$ cat src/esd_pkg.sv
// Package: types, character codes and helper functions of the escape sequence decoder.
package esd_pkg;

	// Depth of the queue between front and back.
	localparam int unsigned ESD_QUEUE_DEPTH = 2;

	// Character codes
	localparam logic [7:0] CH_BACKSLASH = 8'h5C;
	localparam logic [7:0] CH_CARET     = 8'h5E;
	localparam logic [7:0] CH_AT        = 8'h40;
	localparam logic [7:0] CH_ZERO      = 8'h30;
	localparam logic [7:0] CH_UP_B      = 8'h42;
	localparam logic [7:0] CH_UP_E      = 8'h45;
	localparam logic [7:0] CH_UP_F      = 8'h46;
	localparam logic [7:0] CH_UP_N      = 8'h4E;
	localparam logic [7:0] CH_UP_R      = 8'h52;
	localparam logic [7:0] CH_UP_S      = 8'h53;
	localparam logic [7:0] CH_UP_T      = 8'h54;
	localparam logic [7:0] CH_UP_X      = 8'h58;
	localparam logic [7:0] CODE_BS      = 8'h08;
	localparam logic [7:0] CODE_FF      = 8'h0C;
	localparam logic [7:0] CODE_LF      = 8'h0A;
	localparam logic [7:0] CODE_CR      = 8'h0D;
	localparam logic [7:0] CODE_SPACE   = 8'h20;
	localparam logic [7:0] CODE_TAB     = 8'h09;
	localparam logic [7:0] CODE_ESC     = 8'h1B;
	localparam logic [7:0] CODE_NUL     = 8'h00;
	localparam logic [7:0] OCT_LIMIT    = 8'h1F;

	typedef enum logic [2:0] {
		MODE_NORMAL = 3'd0,
		MODE_ESC    = 3'd1,
		MODE_CARET  = 3'd2,
		MODE_HEX    = 3'd3,
		MODE_OCT    = 3'd4
	} esd_mode_t;

	typedef struct packed {
		logic [7:0] char_in;
		logic       end_of_string;
	} esd_in_t;

	typedef struct packed {
		logic [7:0] char_out;
		logic       run_last;
		logic       string_last;
	} esd_out_t;

	// One queued item: one or two decoded characters.
	typedef struct packed {
		logic       two;
		logic [7:0] first;
		logic [7:0] second;
		logic       eos;
	} esd_entry_t;

	// Queue status seen by front and back.
	typedef struct packed {
		logic full;
		logic empty;
	} esd_qstat_t;

	function automatic logic [7:0] up_case(input logic [7:0] c);
		return (c >= 8'h61 && c <= 8'h7A) ? c - 8'h20 : c;
	endfunction

	function automatic logic is_hex(input logic [7:0] c);
		return (c >= 8'h30 && c <= 8'h39) || (c >= 8'h41 && c <= 8'h46) ||
			(c >= 8'h61 && c <= 8'h66);
	endfunction

	function automatic logic [3:0] hex_val(input logic [7:0] c);
		logic [7:0] v;
		if (c >= 8'h30 && c <= 8'h39) begin
			v = c - CH_ZERO;
		end else begin
			v = up_case(c) - 8'h41 + 8'd10;
		end
		return v[3:0];
	endfunction

	function automatic logic is_oct(input logic [7:0] c);
		return c >= 8'h30 && c <= 8'h37;
	endfunction

endpackage

$ cat src/esd_front.sv
// Front part: accepts raw characters, tracks the escape state and queues decoded characters.
module esd_front (
	input  logic                clk,
	input  logic                arst_n,
	input  logic                raw_valid,
	output logic                raw_stall,
	input  esd_pkg::esd_in_t    raw_item,
	input  esd_pkg::esd_qstat_t qstat,
	output logic                push,
	output esd_pkg::esd_entry_t push_entry
);
	import esd_pkg::*;

	esd_mode_t  mode_q, mode_post, mode_d;
	logic [7:0] acc_q, acc_post, acc_d;
	logic [1:0] cnt_q, cnt_post, cnt_d;

	logic [7:0] c;
	logic       eos;
	logic       accept;
	logic [7:0] hex_acc, oct_acc;
	logic [1:0] hex_cnt, oct_cnt;
	logic       hex_full, oct_full;
	logic [1:0] n_res;
	logic [7:0] res0, res1;

	assign c         = raw_item.char_in;
	assign eos       = raw_item.end_of_string;
	assign raw_stall = qstat.full;
	assign accept    = raw_valid && !qstat.full;

	// Digit accumulation for the hex and octal runs
	assign hex_acc  = {acc_q[3:0], hex_val(c)};
	assign hex_cnt  = cnt_q + 2'd1;
	assign hex_full = hex_cnt >= 2'd2;
	assign oct_acc  = {acc_q[4:0], c[2:0]};
	assign oct_cnt  = cnt_q + 2'd1;
	assign oct_full = oct_cnt == 2'd3 || oct_cnt == 2'd0 || oct_acc > OCT_LIMIT;

	// Next state before the end-of-string flush
	always_comb begin
		mode_post = MODE_NORMAL;
		acc_post  = '0;
		cnt_post  = '0;
		unique case (mode_q)
			MODE_ESC: begin
				unique case (up_case(c))
					CH_CARET: mode_post = MODE_CARET;
					CH_UP_X:  mode_post = MODE_HEX;
					CH_UP_B, CH_UP_F, CH_UP_N, CH_UP_R,
					CH_UP_S, CH_UP_T, CH_UP_E: mode_post = MODE_NORMAL;
					default: begin
						if (is_oct(c)) begin
							mode_post = MODE_OCT;
							acc_post  = c - CH_ZERO;
							cnt_post  = 2'd1;
						end
					end
				endcase
			end
			MODE_CARET: mode_post = MODE_NORMAL;
			MODE_HEX: begin
				if (is_hex(c)) begin
					if (!hex_full) begin
						mode_post = MODE_HEX;
						acc_post  = hex_acc;
						cnt_post  = hex_cnt;
					end
				end else if (c == CH_BACKSLASH) begin
					mode_post = MODE_ESC;
				end
			end
			MODE_OCT: begin
				if (is_oct(c)) begin
					if (!oct_full) begin
						mode_post = MODE_OCT;
						acc_post  = oct_acc;
						cnt_post  = oct_cnt;
					end
				end else if (c == CH_BACKSLASH) begin
					mode_post = MODE_ESC;
				end
			end
			default: begin
				if (c == CH_BACKSLASH) begin
					mode_post = MODE_ESC;
				end
			end
		endcase
		// Close any open escape at the end of the string
		if (eos) begin
			mode_d = MODE_NORMAL;
			acc_d  = '0;
			cnt_d  = '0;
		end else begin
			mode_d = mode_post;
			acc_d  = acc_post;
			cnt_d  = cnt_post;
		end
	end

	// Decoded characters caused by this item
	always_comb begin
		logic [7:0] v;
		logic       put;
		logic       ret;
		n_res = 2'd0;
		res0  = '0;
		res1  = '0;
		v     = '0;
		put   = 1'b0;
		ret   = 1'b0;
		unique case (mode_q)
			MODE_ESC: begin
				put = 1'b1;
				unique case (up_case(c))
					CH_UP_B: v = CODE_BS;
					CH_UP_F: v = CODE_FF;
					CH_UP_N: v = CODE_LF;
					CH_UP_R: v = CODE_CR;
					CH_UP_S: v = CODE_SPACE;
					CH_UP_T: v = CODE_TAB;
					CH_UP_E: v = CODE_ESC;
					CH_CARET, CH_UP_X: put = 1'b0;
					default: begin
						v   = c;
						put = !is_oct(c);
					end
				endcase
			end
			MODE_CARET: begin
				put = 1'b1;
				v   = (c >= CH_AT) ? up_case(c) - CH_AT : c;
			end
			MODE_HEX: begin
				if (is_hex(c)) begin
					put = hex_full;
					v   = hex_acc;
				end else begin
					put = 1'b1;
					v   = acc_q;
					ret = 1'b1;
				end
			end
			MODE_OCT: begin
				if (is_oct(c)) begin
					put = oct_full;
					v   = oct_acc;
				end else begin
					put = 1'b1;
					v   = acc_q;
					ret = 1'b1;
				end
			end
			default: begin
				put = c != CH_BACKSLASH;
				v   = c;
			end
		endcase
		if (put) begin
			res0  = v;
			n_res = 2'd1;
		end
		// Handle the character that ended a digit run again as plain input
		if (ret && c != CH_BACKSLASH) begin
			res1  = c;
			n_res = 2'd2;
		end
		// Flush an open escape at the end of the string
		if (eos) begin
			put = 1'b1;
			unique case (mode_post)
				MODE_ESC:            v = CH_BACKSLASH;
				MODE_CARET:          v = CODE_NUL;
				MODE_HEX, MODE_OCT:  v = acc_post;
				default: begin
					v   = '0;
					put = 1'b0;
				end
			endcase
			if (put) begin
				if (n_res == 2'd0) begin
					res0  = v;
					n_res = 2'd1;
				end else if (n_res == 2'd1) begin
					res1  = v;
					n_res = 2'd2;
				end
			end
		end
	end

	assign push              = accept && n_res != 2'd0;
	assign push_entry.two    = n_res == 2'd2;
	assign push_entry.first  = res0;
	assign push_entry.second = res1;
	assign push_entry.eos    = eos;

	// Advance the decode state on each accepted item
	always_ff @(posedge clk or negedge arst_n) begin
		if (!arst_n) begin
			mode_q <= MODE_NORMAL;
			acc_q  <= '0;
			cnt_q  <= '0;
		end else if (accept) begin
			mode_q <= mode_d;
			acc_q  <= acc_d;
			cnt_q  <= cnt_d;
		end
	end

endmodule

$ cat src/esd_queue.sv
// Queue: short register queue of decoded entries between front and back.
module esd_queue #(
	parameter int unsigned DEPTH = esd_pkg::ESD_QUEUE_DEPTH
) (
	input  logic                clk,
	input  logic                arst_n,
	input  logic                push,
	input  esd_pkg::esd_entry_t push_entry,
	input  logic                pop,
	output esd_pkg::esd_entry_t head,
	output esd_pkg::esd_qstat_t qstat
);
	import esd_pkg::*;

	localparam int unsigned PTR_W = (DEPTH > 1) ? $clog2(DEPTH) : 1;
	localparam int unsigned CNT_W = $clog2(DEPTH + 1);
	localparam logic [PTR_W-1:0] PTR_LAST = PTR_W'(DEPTH - 1);
	localparam logic [CNT_W-1:0] CNT_FULL = CNT_W'(DEPTH);

	esd_entry_t       slots_q [DEPTH];
	logic [PTR_W-1:0] wr_ptr_q, rd_ptr_q;
	logic [CNT_W-1:0] count_q;
	logic             do_push, do_pop;

	assign qstat.full  = count_q == CNT_FULL;
	assign qstat.empty = count_q == '0;
	assign do_push     = push && !qstat.full;
	assign do_pop      = pop && !qstat.empty;
	assign head        = slots_q[rd_ptr_q];

	// Store pushed entries
	always_ff @(posedge clk) begin
		if (do_push) begin
			slots_q[wr_ptr_q] <= push_entry;
		end
	end

	// Advance pointers and fill count
	always_ff @(posedge clk or negedge arst_n) begin
		if (!arst_n) begin
			wr_ptr_q <= '0;
			rd_ptr_q <= '0;
			count_q  <= '0;
		end else begin
			if (do_push) begin
				wr_ptr_q <= (wr_ptr_q == PTR_LAST) ? '0 : wr_ptr_q + 1'b1;
			end
			if (do_pop) begin
				rd_ptr_q <= (rd_ptr_q == PTR_LAST) ? '0 : rd_ptr_q + 1'b1;
			end
			if (do_push && !do_pop) begin
				count_q <= count_q + 1'b1;
			end else if (do_pop && !do_push) begin
				count_q <= count_q - 1'b1;
			end
		end
	end

endmodule

$ cat src/esd_back.sv
// Back part: splits queued entries into single decoded items behind an output register.
module esd_back (
	input  logic                clk,
	input  logic                arst_n,
	input  esd_pkg::esd_entry_t head,
	input  esd_pkg::esd_qstat_t qstat,
	output logic                pop,
	output logic                dec_valid,
	input  logic                dec_stall,
	output esd_pkg::esd_out_t   dec_item
);
	import esd_pkg::*;

	logic     second_q;
	logic     out_valid_q;
	esd_out_t out_q;
	logic     load;
	logic     take;
	logic     last;

	assign load = !out_valid_q || !dec_stall;
	assign take = load && !qstat.empty;
	assign last = !head.two || second_q;
	assign pop  = take && last;

	assign dec_valid = out_valid_q;
	assign dec_item  = out_q;

	// Hold the output item until taken, then load the next character
	always_ff @(posedge clk or negedge arst_n) begin
		if (!arst_n) begin
			out_valid_q <= 1'b0;
			second_q    <= 1'b0;
		end else if (load) begin
			out_valid_q <= !qstat.empty;
			if (take) begin
				second_q <= !last;
			end
		end
	end

	always_ff @(posedge clk) begin
		if (take) begin
			out_q.char_out    <= second_q ? head.second : head.first;
			out_q.run_last    <= last;
			out_q.string_last <= last && head.eos;
		end
	end

endmodule

$ cat src/escape_sequence_decoder.sv
// Top level of the escape sequence decoder: front, queue and back.
//
// Raw characters enter on the raw channel (raw_valid, raw_stall, raw_item),
// one per item, with end_of_string on the last character of each string.
// Decoded characters leave on the dec channel (dec_valid, dec_stall,
// dec_item). An item is taken at a rising edge with valid high and stall low.
// An input item gives zero, one or two decoded items; run_last marks the last
// of them and string_last the final decoded character of a string.
// A taken raw item is written into the queue, and dec_valid rises once the
// output register of the back part has been loaded from it.
// Throughput: one raw item per cycle while dec_stall is low and each item
// decodes to at most one character; the two characters of an item leave in
// turn through the single output register of the back part.
// A queue of QUEUE_DEPTH entries sits between front and back; raw_stall rises
// only when it is full, so a stalled receiver backs up into the raw channel
// after the queue and output register have filled. Nothing is lost.
// Reset (arst_n low) empties the queue and output register and returns the
// decoder to normal mode with the digit value and count cleared.
module escape_sequence_decoder #(
	parameter int unsigned QUEUE_DEPTH = esd_pkg::ESD_QUEUE_DEPTH
) (
	input  logic              clk,
	input  logic              arst_n,
	input  logic              raw_valid,
	output logic              raw_stall,
	input  esd_pkg::esd_in_t  raw_item,
	output logic              dec_valid,
	input  logic              dec_stall,
	output esd_pkg::esd_out_t dec_item
);
	import esd_pkg::*;

	esd_qstat_t qstat;
	esd_entry_t push_entry;
	esd_entry_t head;
	logic       push;
	logic       pop;

	esd_front u_front (
		.clk        (clk),
		.arst_n     (arst_n),
		.raw_valid  (raw_valid),
		.raw_stall  (raw_stall),
		.raw_item   (raw_item),
		.qstat      (qstat),
		.push       (push),
		.push_entry (push_entry)
	);

	esd_queue #(
		.DEPTH (QUEUE_DEPTH)
	) u_queue (
		.clk        (clk),
		.arst_n     (arst_n),
		.push       (push),
		.push_entry (push_entry),
		.pop        (pop),
		.head       (head),
		.qstat      (qstat)
	);

	esd_back u_back (
		.clk       (clk),
		.arst_n    (arst_n),
		.head      (head),
		.qstat     (qstat),
		.pop       (pop),
		.dec_valid (dec_valid),
		.dec_stall (dec_stall),
		.dec_item  (dec_item)
	);

endmodule

$ cat config.mk
export PLATFORM = sky130hd
export DESIGN_NAME = escape_sequence_decoder
export DESIGN_NICKNAME = d
export VERILOG_FILES = /design/src/esd_pkg.sv /design/src/esd_front.sv /design/src/esd_queue.sv /design/src/esd_back.sv /design/src/escape_sequence_decoder.sv
export SDC_FILE = /design/constraint.sdc
export NUM_CORES = 1
export LEC_CHECK = 0
export BUFFER_PORTS_ARGS = -buffer_cell sky130_fd_sc_hd__buf_2
export CORE_UTILIZATION = 30
export DETAILED_ROUTE_END_ITERATION = 8
export HOLD_SLACK_MARGIN = 0.15
export PLACE_DENSITY_LB_ADDON = 0.2
export SLEW_MARGIN = 20
export SYNTH_ARGS = -nofsm -noshare
export SYNTH_HDL_FRONTEND = slang
export SYNTH_HIERARCHICAL = 1
export SYNTH_SLANG_ARGS = --single-unit
$ cat constraint.sdc
create_clock -name clk -period 8.8 [get_ports clk]
set_input_delay 2.64 -clock clk [delete_from_list [all_inputs] [get_ports clk]]
set_output_delay 2.64 -clock clk [all_outputs]
set_load 0.05 [all_outputs]
==> results.md <==
* Status: completed
* Worst setup SP type: input port
* Crit path time final at 6.649 ns
* CTS root buf: clkbuf_16
* Detail Route Antenna Nets at 0
* Adder-Cell Fraction of Synth Area at 0.04560
* Top post-synthesis cells by area: edfxtp_1 31%, dfrtp_1 11%, ha_1 4.6%, mux2_2 3.8%, o21ai_0 3.4%
* Sum Neg Setup Slack at 0 ns
* Clk_skew at 0.005919 ns
* Met2 wire len at 5723 um
* First-pass GRT wire length at 19640 um
* Core area at about 14000 um2
* Sequential area share after synthesis at 0.4229
* Layout cells sized above 1 at 0.2032
* Layout Area Growth over Synthesis at 12.20%
* Final nets at 457
* Actual slew at the worst max-slew pin at 0.9688 ns
* Synth Flop Type: edfxtp_1
* Final wirelength at 12380 um
* Synth area leader: edfxtp_1
* Yosys cell types at 83
* Synth Instances at 416
* Starting Density at 0.3115
* Largest net degree at the start of global routing at 25
* Final-report setup violation count at 0
* Die area at 15120 um2
* Die Y at 123.0 um
* DP Area at around 4600 um2
* Mux contribution to synthesized area at 0.09262
* First-pass detailed-route iteration total at 5
* Clock Pin Slew Worst Setup and Hold Paths at ~0.050 ns
* Crit. End Element: flip-flop
* P_leak at 1.824 nW
* Number of global-route vias before repair at 3421
* Synth Area in XOR/XNOR at 0.02194
* PortBufs at 24
* Maximum VDD drop at slightly above 0.00009 V
* H-tree lvl count at 3
* Most common cell in the netlist: edfxtp_1
* Fmax at between 0.15 and 0.2 GHz
* Finished Cell Area at between 4000 and 5000 um2
* CTS resizes at 0
* First DRT Iteration DRCs at 371
* Critical path, cell by cell: buf_2, inv_1, ha_1, nor4b_4, o211a_4, nor2_1, a21oi_1, ha_1, nand2_1, o21ai_1, o211ai_2, a221oi_4, nor2_4, a21oi_1, and3_1
* Wire length on met3 at 955 um
* CTS tree: yes
* Row cnt at 43
* CTS Sinks at 65
* MaxCap Viol Count at 0
* Synthesized Nets at roughly 450
* GRT overflow at 0
* Avg Vias per Cell at between 5 and 6
* Hold-fix buffers, CTS at 0
* Slowest stage cell, crit path: and3_1
* Final period util at 0.7555
* Top sig layer: met4
* Pins over their slew limit at 0
* Clk_lat worst skew at 0.32 ns
* Synth warn at 6
* Number of synthesized register bits at 65
* DRC viols at 0
* Synth Area in Compound Gates at 0.2203
* Vias post-DR at 3523
* Synth Area in Simple Gates at 0.1488
* Asr flop ratio synth at 0.2923
* Max incr delay on CP at 0.75 ns
* RSZ-0062 raised after global routing: false
* Die W at ~120 um
* Hold Path Class: reg2reg
* Clock Path Buffers at 2
* Synth top area share at 0.3146
* Final Hold Fails at 0
* Total global routing track utilization at 0.1742
* EDFF count, synth at 46
* Crit Path Class: in2reg
* CP max FO at 18
* Mean post-synth cell area at roughly 11 um2
* Initial antenna violation count at 0
* Global placer's final weighted congestion at 0.9032
* Synth Cell Area at around 4400 um2
* ANT cells at 0
* Power Density at 249.8 nW/um2
* Post-CTS setup buffer count at 0
* HPWL after DPL at 9044 um
* Clock buffer count from CTS at 9
* Avg WL per Cell at between 20 and 25 um
* I/O pins at 25
* Endpoint required time on the critical path at 8.75 ns
* Rel. slew slack at 0.3541
* Crit path arrival time at 6.59 ns
* DRT met1 WL at about 5400 um
* Commonest cells post-synth: 46 x edfxtp_1, 32 x nand2_1, 30 x o21ai_0, 25 x nor2_1, 19 x dfrtp_1
* Largest family of logic cells by synthesized area: compound AO/OA/AOI/OAI gates
-- worst max-delay path, delay by kind of cell --
kind	cells	cell delay (ns)
buffers and inverters	2	0.34
AND/OR/NAND/NOR	5	1.37
AO/OA/AOI/OAI	6	1.65
adder cells (fa/ha/maj)	2	0.59
-- cells in the final DEF, fill, tap and decap left out, types with 5 or more instances in the layout --
| cell | count |
|---|---|
| and2_1 | 9 |
| nor2b_1 | 5 |
| ha_1 | 16 |
| nand2b_1 | 5 |
| mux2_4 | 9 |
| a21oi_1 | 15 |
| dfrtp_1 | 19 |
| mux2_2 | 15 |
| xnor2_1 | 7 |
| nand2_1 | 32 |
| a22o_1 | 5 |
| o31ai_1 | 5 |
| mux2i_1 | 8 |
| nor3_1 | 5 |
| a22oi_1 | 7 |
| nor2_1 | 25 |
| buf_2 | 24 |
| inv_1 | 16 |
| nand3_1 | 9 |
| edfxtp_1 | 46 |
| clkbuf_16 | 9 |
| o21ai_0 | 30 |
| a31oi_1 | 5 |
-- flip-flops by register name, summed over array words and instances, names as in the netlist, 2 cells and up --
register and count:
u_front/cnt_q 2, u_queue/slots_q 36, u_back/dec_item 10, u_queue/count_q 2
u_front/acc_q 8, u_front/mode_q 3
-- path summary, 6_finish.rpt --
path,startpoint,cells past startpoint,slack [ns],endpoint
max,raw_item[2],15,2.15,u_queue/slots_q[1][13]
min,u_front/cnt_q[1],2,0.50,u_front/cnt_q[1]
min in group asynchronous,arst_n,1,2.25,u_front/cnt_q[0]
min reg2reg,u_front/cnt_q[1],2,0.50,u_front/cnt_q[1]
max reg2reg,u_front/mode_q[1],8,4.90,u_queue/slots_q[1][13]
max in group asynchronous,arst_n,1,6.24,u_queue/count_q[1]
-- area by class of cell --
class	count	area (um2)
flip-flops and latches	65	1857
multi-input cells	309	2330
fillers	1411	9170
inverters	16	60.06
clock inverters	6	82.58
repair buffers	27	142.6
clock buffers	10	229.0
well taps	180	225.2
-- per-stage QoR --
step	util	instances	power (mW)	worst slack, ns	hold slack (ns)
global placement	0.3274	597	0.8696	1.965	0.4724
global route	0.3495	613	1.301	1.826	0.5075
finish	0.3495	613	1.231	2.151	0.4984
detailed placement	0.3274	597	0.8748	1.818	0.4829
floorplan	-	416	0.8041	2.226	0.4498
CTS	0.3495	613	1.248	2.159	0.4991
-- cell families (layout without fill, tap and decap cells) --
family,Yosys count,in the layout
compound gates,129,129
flops,65,65
simple gates,119,119
buf+inv,42,59
fa+ha+maj,16,16
xor+xnor,11,11
mux,34,34
-- routing by layer --
metal / GRT usage / vias up
met2: 0.2697 / 188
met4: 0.06928 / 0
li1: - / 1621
met1: 0.2287 / 1680
met3: 0.04935 / 34
met5: 0 / -
-- power by group --
part           internal [mW]  leakage [nW]  switching, mW
Combinational          0.146         0.987          0.232
Clock                  0.246         0.154          0.121
Sequential             0.429         0.683         0.0569
No activity file was read; power rests on OpenSTA's default activity.
